<file path="config.mk">
export PLATFORM = sky130hd
export DESIGN_NAME = dct_block_rle_encoder
export DESIGN_NICKNAME = d
export VERILOG_FILES = /design/src/hw/rtl/dbre_pkg.sv /design/src/hw/rtl/dbre_front.sv /design/src/hw/rtl/dbre_queue.sv /design/src/hw/rtl/dbre_back.sv /design/src/hw/rtl/dct_block_rle_encoder.sv
export SDC_FILE = /design/constraint.sdc
export NUM_CORES = 1
export LEC_CHECK = 0
export BUFFER_PORTS_ARGS = -buffer_cell sky130_fd_sc_hd__buf_2
export CAP_MARGIN = 10
export CORE_MARGIN = 8
export CORE_UTILIZATION = 55
export CTS_CLUSTER_DIAMETER = 100
export DETAILED_ROUTE_END_ITERATION = 10
export GPL_TIMING_DRIVEN = 0
export PLACE_DENSITY = 0.87
export SLEW_MARGIN = 5
export SYNTH_ARGS = -nofsm -noshare
export SYNTH_HDL_FRONTEND = slang
export SYNTH_SLANG_ARGS = --single-unit
</file>
<file path="constraint.sdc">
create_clock -name clk -period 10.8 [get_ports clk]
set_input_delay 2.16 -clock clk [delete_from_list [all_inputs] [get_ports clk]]
set_output_delay 2.16 -clock clk [all_outputs]
set_load 0.005 [all_outputs]
</file>
<file path="src/hw/rtl/dbre_pkg.sv">
package dbre_pkg;

    // Fixed field widths
    localparam int COEFF_W = 16;
    localparam int MAG_W   = 16;
    localparam int POS_W   = 6;
    localparam int QUANT_W = 6;
    localparam int RUN_W   = 6;
    localparam int VAL_W   = 10;
    localparam int WORD_W  = 16;

    // Defaults for top-level parameters
    localparam int BLOCK_SIZE_DEF = 64;
    localparam int FRAC_BITS_DEF  = 4;

    // Saturation limits of the signed 10-bit value (magnitudes)
    localparam logic [VAL_W-1:0] SAT_POS_MAG = 10'd511;
    localparam logic [VAL_W-1:0] SAT_NEG_MAG = 10'd512;

    // Register port
    localparam int ADDR_W = 3;
    localparam int DATA_W = 32;

    localparam logic REG_RLE_ENABLE   = 1'b0;
    localparam logic REG_QUANT_FACTOR = 1'b1;

    localparam logic             RLE_ENABLE_RST   = 1'b1;
    localparam logic [QUANT_W-1:0] QUANT_FACTOR_RST = 6'd1;

    // One classified coefficient, front to back
    typedef struct packed {
        logic               is_dc;
        logic               is_last;
        logic               rle;
        logic [QUANT_W-1:0] quant;
        logic               neg;
        logic [MAG_W-1:0]   mag;
    } item_t;

endpackage

</file>
<file path="src/hw/rtl/dbre_front.sv">
module dbre_front #(
    parameter int BLOCK_SIZE = dbre_pkg::BLOCK_SIZE_DEF
) (
    input  logic                                clk,
    input  logic                                rst_n,
    input  logic                                in_valid,
    output logic                                in_ready,
    input  logic signed [dbre_pkg::COEFF_W-1:0] coeff,
    input  logic                                rle_enable,
    input  logic [dbre_pkg::QUANT_W-1:0]        quant_factor,
    output logic                                q_valid,
    input  logic                                q_ready,
    output dbre_pkg::item_t                     q_item
);

    localparam logic [dbre_pkg::POS_W-1:0] LAST_POS = dbre_pkg::POS_W'(BLOCK_SIZE - 1);

    logic [dbre_pkg::POS_W-1:0] position_reg;
    logic [dbre_pkg::POS_W-1:0] position_next;
    logic [dbre_pkg::COEFF_W-1:0] raw;
    logic                         is_last;
    logic                         accept;

    assign raw      = coeff;
    assign is_last  = (position_reg >= LAST_POS);
    assign accept   = in_valid && q_ready;
    assign in_ready = q_ready;
    assign q_valid  = in_valid;

    always_comb
    begin
        q_item.is_dc   = (position_reg == '0);
        q_item.is_last = is_last;
        q_item.rle     = rle_enable;
        q_item.quant   = quant_factor;
        q_item.neg     = raw[dbre_pkg::COEFF_W-1];
        q_item.mag     = raw[dbre_pkg::COEFF_W-1] ? (dbre_pkg::MAG_W'(0) - raw) : raw;
    end

    always_comb
    begin
        position_next = position_reg;
        if (accept)
        begin
            position_next = is_last ? '0 : position_reg + 1'b1;
        end
    end

    always_ff @(posedge clk or negedge rst_n)
    begin
        if (!rst_n)
        begin
            position_reg <= '0;
        end
        else
        begin
            position_reg <= position_next;
        end
    end

endmodule

</file>
<file path="src/hw/rtl/dbre_queue.sv">
module dbre_queue (
    input  logic            clk,
    input  logic            rst_n,
    input  logic            wr_valid,
    output logic            wr_ready,
    input  dbre_pkg::item_t wr_item,
    output logic            rd_valid,
    input  logic            rd_ready,
    output dbre_pkg::item_t rd_item
);

    // Two entries
    dbre_pkg::item_t mem_reg [2];
    logic            wr_ptr_reg;
    logic            wr_ptr_next;
    logic            rd_ptr_reg;
    logic            rd_ptr_next;
    logic [1:0]      count_reg;
    logic [1:0]      count_next;
    logic            push;
    logic            pop;

    assign wr_ready = (count_reg != 2'd2);
    assign rd_valid = (count_reg != 2'd0);
    assign rd_item  = mem_reg[rd_ptr_reg];
    assign push     = wr_valid && wr_ready;
    assign pop      = rd_valid && rd_ready;

    always_comb
    begin
        wr_ptr_next = push ? ~wr_ptr_reg : wr_ptr_reg;
        rd_ptr_next = pop  ? ~rd_ptr_reg : rd_ptr_reg;
        count_next  = count_reg;
        if (push && !pop)
        begin
            count_next = count_reg + 2'd1;
        end
        else if (pop && !push)
        begin
            count_next = count_reg - 2'd1;
        end
    end

    always_ff @(posedge clk)
    begin
        if (push)
        begin
            mem_reg[wr_ptr_reg] <= wr_item;
        end
    end

    always_ff @(posedge clk or negedge rst_n)
    begin
        if (!rst_n)
        begin
            wr_ptr_reg <= 1'b0;
            rd_ptr_reg <= 1'b0;
            count_reg  <= 2'd0;
        end
        else
        begin
            wr_ptr_reg <= wr_ptr_next;
            rd_ptr_reg <= rd_ptr_next;
            count_reg  <= count_next;
        end
    end

endmodule

</file>
<file path="src/hw/rtl/dbre_back.sv">
module dbre_back #(
    parameter int FRAC_BITS = dbre_pkg::FRAC_BITS_DEF
) (
    input  logic                              clk,
    input  logic                              rst_n,
    input  logic                              q_valid,
    output logic                              q_ready,
    input  dbre_pkg::item_t                   q_item,
    output logic                              out_valid,
    input  logic                              out_ready,
    output logic [dbre_pkg::WORD_W-1:0]       code_word,
    output logic                              block_end
);

    // divisor = q << FRAC_BITS; numerator 2*mag + divisor, denominator 2*divisor
    localparam int DIV_W  = dbre_pkg::QUANT_W + FRAC_BITS;
    localparam int DEN_W  = DIV_W + 1;
    localparam int MAG2_W = dbre_pkg::MAG_W + 1;
    localparam int NUM_W  = ((MAG2_W > DIV_W) ? MAG2_W : DIV_W) + 1;
    localparam int CNT_W  = $clog2(NUM_W);
    localparam int VAL_W  = dbre_pkg::VAL_W;

    typedef enum logic [2:0] {
        S_IDLE = 3'b001,
        S_DIV  = 3'b010,
        S_DONE = 3'b100
    } state_t;

    state_t                         state_reg,   state_next;
    dbre_pkg::item_t                item_reg,    item_next;
    logic [DEN_W-1:0]               den_reg,     den_next;
    logic [DEN_W-1:0]               rem_reg,     rem_next;
    logic [NUM_W-1:0]               numq_reg,    numq_next;
    logic [CNT_W-1:0]               cnt_reg,     cnt_next;
    logic [dbre_pkg::RUN_W-1:0]     run_reg,     run_next;
    logic                           ovalid_reg,  ovalid_next;
    logic [dbre_pkg::WORD_W-1:0]    word_reg,    word_next;
    logic                           end_reg,     end_next;

    logic [dbre_pkg::QUANT_W-1:0]   q_eff;
    logic [DIV_W-1:0]               div_val;
    logic [DEN_W:0]                 rem_sh;
    logic                           ge;
    logic [VAL_W-1:0]               sat_mag;
    logic [VAL_W-1:0]               ac;
    logic                           emit;
    logic                           slot_free;
    logic                           proceed;
    logic [dbre_pkg::WORD_W-1:0]    emit_word;
    logic                           emit_end;

    assign out_valid = ovalid_reg;
    assign code_word = word_reg;
    assign block_end = end_reg;
    assign q_ready   = (state_reg == S_IDLE);

    // divisor set-up from the queued item
    always_comb
    begin
        q_eff   = (q_item.quant == '0) ? dbre_pkg::QUANT_W'(1) : q_item.quant;
        div_val = DIV_W'(q_item.is_dc ? dbre_pkg::QUANT_W'(1) : q_eff) << FRAC_BITS;
    end

    // one restoring step
    assign rem_sh = {rem_reg, numq_reg[NUM_W-1]};
    assign ge     = (rem_sh >= {1'b0, den_reg});

    // rounding done by the divide; saturate to signed 10 bits
    always_comb
    begin
        if (item_reg.neg)
        begin
            sat_mag = (numq_reg > NUM_W'(dbre_pkg::SAT_NEG_MAG)) ?
                      dbre_pkg::SAT_NEG_MAG : numq_reg[VAL_W-1:0];
            ac      = VAL_W'(0) - sat_mag;
        end
        else
        begin
            sat_mag = (numq_reg > NUM_W'(dbre_pkg::SAT_POS_MAG)) ?
                      dbre_pkg::SAT_POS_MAG : numq_reg[VAL_W-1:0];
            ac      = sat_mag;
        end
    end

    // word selection
    always_comb
    begin
        emit      = 1'b1;
        emit_end  = item_reg.is_last;
        emit_word = {run_reg, ac};
        if (item_reg.is_dc)
        begin
            emit_word = {item_reg.quant, ac};
            emit_end  = 1'b0;
        end
        else if (!item_reg.rle)
        begin
            emit_word = {dbre_pkg::RUN_W'(0), ac};
        end
        else if (ac != '0)
        begin
            emit_word = {run_reg, ac};
        end
        else if (item_reg.is_last)
        begin
            emit_word = {run_reg, VAL_W'(0)};
        end
        else
        begin
            emit = 1'b0;
        end
    end

    assign slot_free = !ovalid_reg || out_ready;
    assign proceed   = !emit || slot_free;

    always_comb
    begin
        state_next  = state_reg;
        item_next   = item_reg;
        den_next    = den_reg;
        rem_next    = rem_reg;
        numq_next   = numq_reg;
        cnt_next    = cnt_reg;
        run_next    = run_reg;
        ovalid_next = ovalid_reg && !out_ready;
        word_next   = word_reg;
        end_next    = end_reg;

        case (state_reg)
            S_IDLE:
            begin
                if (q_valid)
                begin
                    item_next  = q_item;
                    den_next   = {div_val, 1'b0};
                    numq_next  = NUM_W'({q_item.mag, 1'b0}) + NUM_W'(div_val);
                    rem_next   = '0;
                    cnt_next   = '0;
                    state_next = S_DIV;
                end
            end
            S_DIV:
            begin
                rem_next  = ge ? DEN_W'(rem_sh - {1'b0, den_reg}) : rem_sh[DEN_W-1:0];
                numq_next = {numq_reg[NUM_W-2:0], ge};
                cnt_next  = cnt_reg + 1'b1;
                if (cnt_reg == CNT_W'(NUM_W - 1))
                begin
                    state_next = S_DONE;
                end
            end
            S_DONE:
            begin
                if (proceed)
                begin
                    if (emit)
                    begin
                        ovalid_next = 1'b1;
                        word_next   = emit_word;
                        end_next    = emit_end;
                        run_next    = '0;
                    end
                    else
                    begin
                        run_next = run_reg + 1'b1;
                    end
                    state_next = S_IDLE;
                end
            end
            default:
            begin
                state_next = S_IDLE;
            end
        endcase
    end

    always_ff @(posedge clk)
    begin
        item_reg <= item_next;
        den_reg  <= den_next;
        rem_reg  <= rem_next;
        numq_reg <= numq_next;
        cnt_reg  <= cnt_next;
        word_reg <= word_next;
        end_reg  <= end_next;
    end

    always_ff @(posedge clk or negedge rst_n)
    begin
        if (!rst_n)
        begin
            state_reg  <= S_IDLE;
            run_reg    <= '0;
            ovalid_reg <= 1'b0;
        end
        else
        begin
            state_reg  <= state_next;
            run_reg    <= run_next;
            ovalid_reg <= ovalid_next;
        end
    end

endmodule

</file>
<file path="src/hw/rtl/dct_block_rle_encoder.sv">
// Zero run-length encoder for blocks of transform coefficients.
// Input channel (in_valid/in_ready, coeff): BLOCK_SIZE signed coefficients
// per block, DC first. Output channel (out_valid/out_ready, code_word,
// block_end): one header word per block (quantizer in bits 15:10, rounded
// DC in 9:0), then AC words of run<<10 | value; block_end marks the last.
// Registers over the APB port: 0x0 rle_enable, 0x4 quant_factor.
// Throughput is set by the one-bit-per-cycle restoring divider in the
// back end, which takes no new item until it is through with the last.
// The front end stamps each item with its block position and the current
// register values and parks it in a two-entry queue, so up to two items
// are taken while the divider is busy.
// Reset: block position and pending zero count return to zero, registers
// to rle_enable=1, quant_factor=1, output empty. No clearing pass.
// When the receiver stalls the output word holds; the divider finishes
// its item and waits, and in_ready drops once the queue is full.
module dct_block_rle_encoder #(
    parameter int BLOCK_SIZE = dbre_pkg::BLOCK_SIZE_DEF,
    parameter int FRAC_BITS  = dbre_pkg::FRAC_BITS_DEF
) (
    input  logic                                clk,
    input  logic                                rst_n,
    // item input
    input  logic                                in_valid,
    output logic                                in_ready,
    input  logic signed [dbre_pkg::COEFF_W-1:0] coeff,
    // item output
    output logic                                out_valid,
    input  logic                                out_ready,
    output logic [dbre_pkg::WORD_W-1:0]         code_word,
    output logic                                block_end,
    // register port
    input  logic                                psel,
    input  logic                                penable,
    input  logic                                pwrite,
    input  logic [dbre_pkg::ADDR_W-1:0]         paddr,
    input  logic [dbre_pkg::DATA_W-1:0]         pwdata,
    output logic [dbre_pkg::DATA_W-1:0]         prdata,
    output logic                                pready
);

    logic                          rle_reg,   rle_next;
    logic [dbre_pkg::QUANT_W-1:0]  quant_reg, quant_next;
    logic                          wr_en;
    logic                          reg_sel;

    logic            fq_valid;
    logic            fq_ready;
    dbre_pkg::item_t fq_item;
    logic            qb_valid;
    logic            qb_ready;
    dbre_pkg::item_t qb_item;

    // register file; index from address bit 2 (registers at 0x0 and 0x4)
    assign pready  = 1'b1;
    assign wr_en   = psel && penable && pwrite;
    assign reg_sel = paddr[2];

    always_comb
    begin
        rle_next   = rle_reg;
        quant_next = quant_reg;
        if (wr_en)
        begin
            case (reg_sel)
                dbre_pkg::REG_RLE_ENABLE:   rle_next   = pwdata[0];
                dbre_pkg::REG_QUANT_FACTOR: quant_next = pwdata[dbre_pkg::QUANT_W-1:0];
                default:                    rle_next   = rle_reg;
            endcase
        end
    end

    always_comb
    begin
        case (reg_sel)
            dbre_pkg::REG_RLE_ENABLE:   prdata = dbre_pkg::DATA_W'(rle_reg);
            dbre_pkg::REG_QUANT_FACTOR: prdata = dbre_pkg::DATA_W'(quant_reg);
            default:                    prdata = '0;
        endcase
    end

    always_ff @(posedge clk or negedge rst_n)
    begin
        if (!rst_n)
        begin
            rle_reg   <= dbre_pkg::RLE_ENABLE_RST;
            quant_reg <= dbre_pkg::QUANT_FACTOR_RST;
        end
        else
        begin
            rle_reg   <= rle_next;
            quant_reg <= quant_next;
        end
    end

    // front: block position and classification
    dbre_front #(
        .BLOCK_SIZE (BLOCK_SIZE)
    ) u_front (
        .clk          (clk),
        .rst_n        (rst_n),
        .in_valid     (in_valid),
        .in_ready     (in_ready),
        .coeff        (coeff),
        .rle_enable   (rle_reg),
        .quant_factor (quant_reg),
        .q_valid      (fq_valid),
        .q_ready      (fq_ready),
        .q_item       (fq_item)
    );

    // two-entry decoupling queue
    dbre_queue u_queue (
        .clk      (clk),
        .rst_n    (rst_n),
        .wr_valid (fq_valid),
        .wr_ready (fq_ready),
        .wr_item  (fq_item),
        .rd_valid (qb_valid),
        .rd_ready (qb_ready),
        .rd_item  (qb_item)
    );

    // back: serial divide, saturate, run-length code, output register
    dbre_back #(
        .FRAC_BITS (FRAC_BITS)
    ) u_back (
        .clk       (clk),
        .rst_n     (rst_n),
        .q_valid   (qb_valid),
        .q_ready   (qb_ready),
        .q_item    (qb_item),
        .out_valid (out_valid),
        .out_ready (out_ready),
        .code_word (code_word),
        .block_end (block_end)
    );

endmodule

</file>
* Word-level counts from Yosys, hierarchy flattened
Memories as Yosys holds them, arrays and structs flattened. Cells that the tools add are included.
Operators by class: multiply operators 0, divide/modulo/power cells 0, add/sub/neg operators 9, $lt $le $gt $ge 4, reduce and logical (&&, ||, !) cells 27, shifts and indexed selects 0, mux-type cells 35, equal/unequal tests 8, bitwise logic cells 3
Operators with widths (count):
- $pmux W32 S2 | 1
- $mux W10 | 5
- $mux W16 | 3
- $pmux W18 S2 | 1
- $mux W6 | 4
- $mux W11 | 2
- $pmux W11 S2 | 1
- $add A17 B10 Y18 | 1
- $gt A18 B10 Y1 const B | 1
- $gt A18 B9 Y1 const B | 1
- $mux W18 | 1
- $sub A1 B16 Y16 const A | 1
- $add A6 B1 Y6 const B | 2
- $ge A12 B11 Y1 | 1
- $logic_not A6 Y1 | 2
- $sub A11 B11 Y11 | 1
- $pmux W5 S2 | 1
- $reduce_and A2 Y1 | 5
- $reduce_bool A10 Y1 | 1
- $sub A1 B10 Y10 const A | 1
- $mux W1 | 9
- $mux W3 | 3
- $pmux W3 S3 | 1
- $logic_and A1 B1 Y1 | 7
- other kinds (17) | 30
Storage, ports and cells: output and inout bits 52, memories 1, register bits 94, bits in read-only memories 0, input bits 58, RAM bits 52, bits in latches 0
Memories:
- u_queue.mem_reg | words 2, width 26, rd ports 1, clocked after Yosys merged registers in 0, write ports 1, line dbre_queue.sv:13 | dbre_pkg::item_t mem_reg [2];

* Depth between registers and ports, before layout
Gate-level depths: netlist of the first run.
word-level depth 12, depth in mapped cells 15, gate-level depth less buffers 12

* Hierarchy
From an unflattened synthesis of the first run, not the netlist that was laid out.
Second synthesis, totals: cell total of the unflattened synthesis 646, area, all modules 7673.6 um^2
Modules (own cells, without submodules):
- dbre_back | area an instance 4257.8 um^2, cells an instance 406, instances 1, sequential area each 2263.4 um^2
- dbre_queue | area an instance 2170.8 um^2, cells an instance 99, instances 1, sequential area each 1661.6 um^2
- dbre_front | area an instance 699.4 um^2, cells an instance 90, instances 1, sequential area each 150.1 um^2
- dct_block_rle_encoder | area an instance 545.5 um^2, cells an instance 51, instances 1, sequential area each 177.7 um^2

* Least setup slack after synthesis of the first run
No wires, ideal clock.
path kind in2out, start in paddr[2] (netlist name), end out prdata[0] (netlist name), slack 6.166 ns, data arrival time 2.474 ns, stages 1, buffers on the path 0, cells stage by stage mux2_2
On the way: word-level cells in the longest chain between the ends 2
Ends and longest elaborated chain:
- from (decl) | line dct_block_rle_encoder.sv:35 | input logic [dbre_pkg::ADDR_W-1:0] paddr,
- $not A1 Y1 (no source line)
- $pmux W32 S2 (*) | line dct_block_rle_encoder.sv:74 | case (reg_sel)
- to (decl) | line dct_block_rle_encoder.sv:37 | output logic [dbre_pkg::DATA_W-1:0] prdata,
Mark *: on every way between the ends. The rest lies on a longest branch, timed or not. The select of a mux whose other input is x is not followed.

* Worst setup path after layout of the first run
Same ends and word-level chain as after synthesis.

==> results.ini, run 1 <==
[grt]
grt_pass1_wl_mm = 26.27
grt_antenna_before_repair = 0
grt_max_degree = 28
overflow = 0
first_global_vias = 5432
grt_usage_pct = 18.62

[min_path]
hp-class = flip-flop to flip-flop
holdPathStages = 0
min_to = u_queue.mem_reg[1][20]
hold_start = quant_reg[3]

[clock_network]
clock_latency_ps = 420
cts_tree = built
cts-root-buf = clkbuf_16
cts_num_sinks = 146
numCtsBuffers = 17
cts_setup_buffers = 0
cts_resized = 0
postCtsHoldBufs = 0
path_clk_slew_ps = 60
cts_buffer_depth = 2
h-tree-depth = 4

[sta]
worst_clock_skew_ps = 6.274
fin_crit_sh_pct = 45.80
fin_crit_ps = 4946
maxSlewHeadroom_pct = 22.74
holdWs_ps = 501.7
max_freq_mhz = 202.2
rsz0062_at_grt = no
final-setup-viol-count = 0
finalWorstSetupSlack_ps = 5854
fin_setup_tns_ps = 0
hold_viol = 0
maxSlewViolCount = 0
worst_pin_slew_ps = 1159

[power]
p_leak_nw = 3.421
ir_worst_vdd_v = 0.0001623
power.total_w = 0.002510
power.density_nw_per_um2 = 289.8

[logic_synthesis]
synth-edff-count = 119
synth_flop_cell = edfxtp_1
ys_ff_latch = 146
yosysWarnings = 0
async_flop_share_pct = 18.49
ys_seq_area_share_pct = 57.17
yosysUniqueCellTypes = 68
syn_avg_cell_area_um2 = 11.73
syn_area_um2 = 7438
syn_inst = 634

[detailed_routing]
ant_nets = 0
wl_per_cell_um = 17.25
post-route-drc-count = 0
vias = 5261
avgViaCountPerCell = 5.700
finalWirelength_mm = 15.92
drt-initial-drc-count = 402
dr.pass1.iters = 8

[worst_setup_path]
startpoint_type = input pin
r2r_start = u_back.numq_reg[2]
r2r-end = u_back.code_word[7]
worstPathArrival_ps = 2790
rrSetupSlack_ps = 6050
r2r_cells = 14
worstPathMaxFanout = 8
worstPathRequired_ps = 8640
path_class = input pin to primary output
critPathCaptureType = primary output

[cells_and_area]
finish.instance_area_um2 = 8662
area_growth_pct = 16.45
largest_reg_flops = 52
drive_gt1_share_pct = 20.21
fillers = 964
final_nets = 814
antenna_cells = 0

[die]
die_h_um = 132.3
ios = 110
die_area_um2 = 17500
core_area_um2 = 13240
die_x_um = 132.3
initial_core_util_pct = 56.17
rows = 42

[placed_design]
hpwl_mm = 11.64
port_buffers = 54
placed_cell_area_um2 = 8055
gp_congestion = 0.8790
place_ws_ps = 5724

[run_status]
outcome = completed

[job]
max-cap-violations = 0

==> Yosys cell counts (9+ instances only) <==
cell type / instances / area [um^2]
mux2_2: 22 / 247.7
ha_1: 20 / 250.2
buf_4: 27 / 202.7
and2_1: 14 / 87.58
a22o_1: 11 / 96.34
nor2_1: 44 / 165.2
nand2_1: 55 / 206.5
nand3_1: 18 / 90.09
edfxtp_1: 119 / 3573
xnor2_1: 25 / 219.0
o21ai_0: 35 / 175.2
dfrtp_1: 24 / 600.6
xor2_1: 12 / 105.1
inv_1: 26 / 97.59
clkbuf_1: 16 / 60.06
mux2i_1: 15 / 150.1
nor2b_1: 9 / 56.30
nor3_1: 12 / 60.06
a21oi_1: 18 / 90.09
==> cells in the final DEF, fill, tap and decap left out, types with 24 or more instances in the layout <==
master      n
buf_2      56
buf_4      27
conb_1     27
dfrtp_1    24
edfxtp_1  119
inv_1      26
nand2_1    55
nor2_1     42
o21ai_0    35
xnor2_1    25
==> area by class of cell <==
cell class	instances	area (um^2)	share of cell area [%]
inverter	28	105.1	1.213
clock inverter	12	157.7	1.820
timing repair buffer	56	300.3	3.467
tap	176	220.2	2.542
clock buffer	20	446.7	5.157
multi-input combinational	435	2880	33.25
sequential	146	4253	49.10
buffer	50	299.0	3.452
==> metal layers <==
metal | part of all wire [%] | global-route usage (%) | vias to the layer above
met5 | 0 | 0 | -
met4 | 2.7 | 9.842 | 0
met3 | 5.9 | 4.459 | 36
met2 | 51 | 31.56 | 208
met1 | 41 | 21.48 | 2543
li1 | - | - | 2474
==> worst max-delay path, cell delays in order <==
cell and delay (ps):
buf_2 140, mux2_2 350, buf_2 130
==> logic make-up (layout without fill, tap and decap cells) <==
kind of cell,count (synthesis),in the layout,synth area share [%]
simple gates,198,198,13.46
compound gates,114,114,10.23
xor+xnor,37,37,4.357
other cells,2,27,0.1010
buf+inv,78,166,5.433
fa+ha+maj,22,22,3.902
mux,37,37,5.349
flops,146,146,57.17
==> how the worst max path moves through the flow <==
stage | depth (start not counted) | end | start | slack [ps]
finish | 3 | prdata[0] | paddr[2] | 5850
global route | 14 | u_back.code_word[7] | u_back.numq_reg[2] | 5720
CTS | 14 | u_back.code_word[7] | u_back.numq_reg[2] | 5690
detailed placement | 14 | u_back.code_word[7] | u_back.numq_reg[2] | 5720
global placement | 14 | u_back.code_word[3] | u_back.numq_reg[2] | 5800
floorplan | 1 | prdata[0] | paddr[2] | 6170
==> per-stage QoR <==
step | std cells | util, %
after floorplan | 659 | -
after global placement | 889 | 60.58
after detailed placement | 891 | 60.83
after CTS | 923 | 65.39
after global routing | 923 | 65.41
final | 923 | 65.41
==> report_power, final <==
group	leakage, nW	switching [W]	internal [W]	total [W]
registers	1.46	0.000126	0.000891	0.00102
clock network	0.277	0.000223	0.000369	0.000592
logic	1.68	0.000556	0.000346	0.000902
(Power assumes the default switching activity.)
==> inputs of run 2 (changes only) <==
--- a/config.mk
+++ b/config.mk
@@ -8,7 +8,7 @@
 export BUFFER_PORTS_ARGS = -buffer_cell sky130_fd_sc_hd__buf_2
 export CAP_MARGIN = 10
 export CORE_MARGIN = 8
-export CORE_UTILIZATION = 55
+export CORE_UTILIZATION = 52
 export CTS_CLUSTER_DIAMETER = 100
 export DETAILED_ROUTE_END_ITERATION = 10
 export GPL_TIMING_DRIVEN = 0
==> constraint.sdc (replaced) <==
create_clock -name clk -period 4 [get_ports clk]
set_input_delay 0.8 -clock clk [delete_from_list [all_inputs] [get_ports clk]]
set_output_delay 0.8 -clock clk [all_outputs]
set_load 0.005 [all_outputs]
==> run 2 against run 1 <==
Net effect:
- worst setup slack got worse by 5700 ps
- clock power increased to 2.7 times the previous value
- flip-flop and latch count is the same
- worst hold slack worse by 110 ps
- critical path type is now flip-flop to flip-flop
- sequential power rose to 2.7 times the previous value
- clock skew barely moved
- final area rose by 1.5%
- highest routed layer unchanged
- first-iteration DRC count increased by 26%
- non-clock buffer count grew 8
- combinational power rose to 2.7 times the previous value
==> results.ini, run 2 (synthesized netlist as in run 1, its figures left out) <==
[grt]
grt_usage_pct = 16.78
grt_antenna_before_repair = 0
overflow = 0
first_global_vias = 4852
grt_max_degree = 36
grt_pass1_wl_mm = 24.36

[detailed_routing]
finalWirelength_mm = 15.34
dr.pass1.iters = 5
ant_nets = 0
wl_per_cell_um = 16.41
vias = 5186
drt-initial-drc-count = 508
post-route-drc-count = 0
avgViaCountPerCell = 5.547

[worst_setup_path]
worst_path_most_repeated_cell = nor2_4
rrSetupSlack_ps = 150
worstPathMaxFanout = 13
startpoint_type = flip-flop
crit_chain = or4_1 -> o41a_1 -> nor2_4 -> nand2_1 -> ha_2 -> o41ai_1 -> o41ai_2 -> a311oi_2 -> a211oi_2 -> o2111a_2 -> nand2b_2 -> nor2_4 -> buf_12
critPathBufInv = 1
path_class = flip-flop to flip-flop
cp_slowest_stage_delay_ps = 610
r2r_cells = 13
worstPathRequired_ps = 4140
crit_slowest_cell = or4_1
r2r_start = u_back.numq_reg[6]
worstPathArrival_ps = 3990
critPathCaptureType = flip-flop
cp_top_family = compound AO/OA/AOI/OAI gates
r2r-end = u_back.code_word[7]

[run_status]
outcome = completed

[power]
pwr-share-comb_pct = 35.6
ir_worst_vdd_v = 0.0004646
p_sw_share_pct = 35.21
power.density_nw_per_um2 = 773.1
seq_power_share_pct = 40.9
p_leak_nw = 3.493
switchingPower_w = 0.002392
pwr-share-clk_pct = 23.5
p_int_w = 0.004402

[die]
die_area_um2 = 18390
die_h_um = 135.6
initial_core_util_pct = 53.38
ios = 110
die_x_um = 135.6
core_area_um2 = 13930
rows = 43

[cells_and_area]
largest_reg_flops = 52
fin_cells = 935
drive_gt1_share_pct = 22.52
antenna_cells = 0
final_common_cell = edfxtp_1
layout_common_cells = edfxtp_1 (119), buf_2 (58), nand2_1 (54)
area_growth_pct = 18.15
final_nets = 822
fillers = 1016

[clock_network]
numCtsBuffers = 17
cts_tree = built
cts_buffer_depth = 2
cts_num_sinks = 146
clock_latency_ps = 430
h-tree-depth = 4
path_clk_slew_ps = 60
cts-root-buf = clkbuf_16
postCtsHoldBufs = 0

[sta]
finalWorstSetupSlack_ps = 152.9
fin_setup_tns_ps = 0
hold_viol = 0
maxSlewViolCount = 0
fin_crit_sh_pct = 96.18
worst_clock_skew_ps = 6.161
fin_crit_ps = 3847
final-setup-viol-count = 0
max_freq_mhz = 259.9
worst_pin_slew_ps = 1174
maxSlewHeadroom_pct = 21.71

[placed_design]
place_ws_ps = -645.3
hpwl_mm = 10.80
placed_cells = 894
port_buffers = 54
gp_congestion = 0.8794

[job]
max-cap-violations = 0

[min_path]
hp-class = input pin to async pin

[run 2: how the worst max path moves through the flow]
stage                                  start                  end  slack (ps)  cells past startpoint
after floorplan           u_back.numq_reg[2]     u_back.block_end          70                     14
after global placement    u_back.numq_reg[2]  u_back.code_word[7]        -580                     14
after detailed placement  u_back.numq_reg[2]  u_back.code_word[7]        -650                     14
after CTS                 u_back.numq_reg[3]  u_back.code_word[7]           5                     14
after global routing      u_back.numq_reg[4]  u_back.code_word[3]          -6                     13
final                     u_back.numq_reg[6]  u_back.code_word[7]         150                     13
[run 2: metrics by stage]
step	utilization (%)	power, W	area, um^2	hold WS (ps)
floorplan	-	0.004409	7535	450.7
global placement	57.63	0.004951	8030	473.3
detailed placement	57.77	0.005054	8050	497.5
CTS	62.50	0.006678	8710	403.0
global route	63.07	0.007178	8788	442.0
finish	63.07	0.006795	8788	393.3
[run 2: final cells by class]
class                           count  area, um^2  share of cell area, %
Clock buffer                       26       511.7                  5.823
Tap cell                          180       225.2                  2.563
Inverter                           28       105.1                  1.196
Sequential cell                   146        4254                  48.41
Timing Repair Buffer               68       395.4                  4.499
Clock inverter                      6       95.09                  1.082
Multi-Input combinational cell    435        2915                  33.17
Buffer                             46       286.5                  3.260
[run 2: what timing repair did]
action,4_1_cts,5_1_grt
buffers inserted,3,10
pin swaps,2,1
endpoints found under the hold margin,0,0
endpoints found under the setup margin,24,27
resized for setup,7,4
[run 2: per-layer routing]
layer / track usage (%) / share of wire, %
met1: 21.28 / 43
met3: 3.672 / 6.4
met4: 8.513 / 2.7
met5: 0 / 0
met2: 26.55 / 48
[run 2: power groups by stage]
stage	Combinational (W)	Sequential (W)	Clock, W
3_5_place_dp	0.00230	0.00275	0
6_report	0.00242	0.00278	0.00160
4_1_cts	0.00232	0.00276	0.00161
2_1_floorplan	0.00177	0.00264	0
5_1_grt	0.00268	0.00283	0.00167
3_3_place_gp	0.00222	0.00273	0
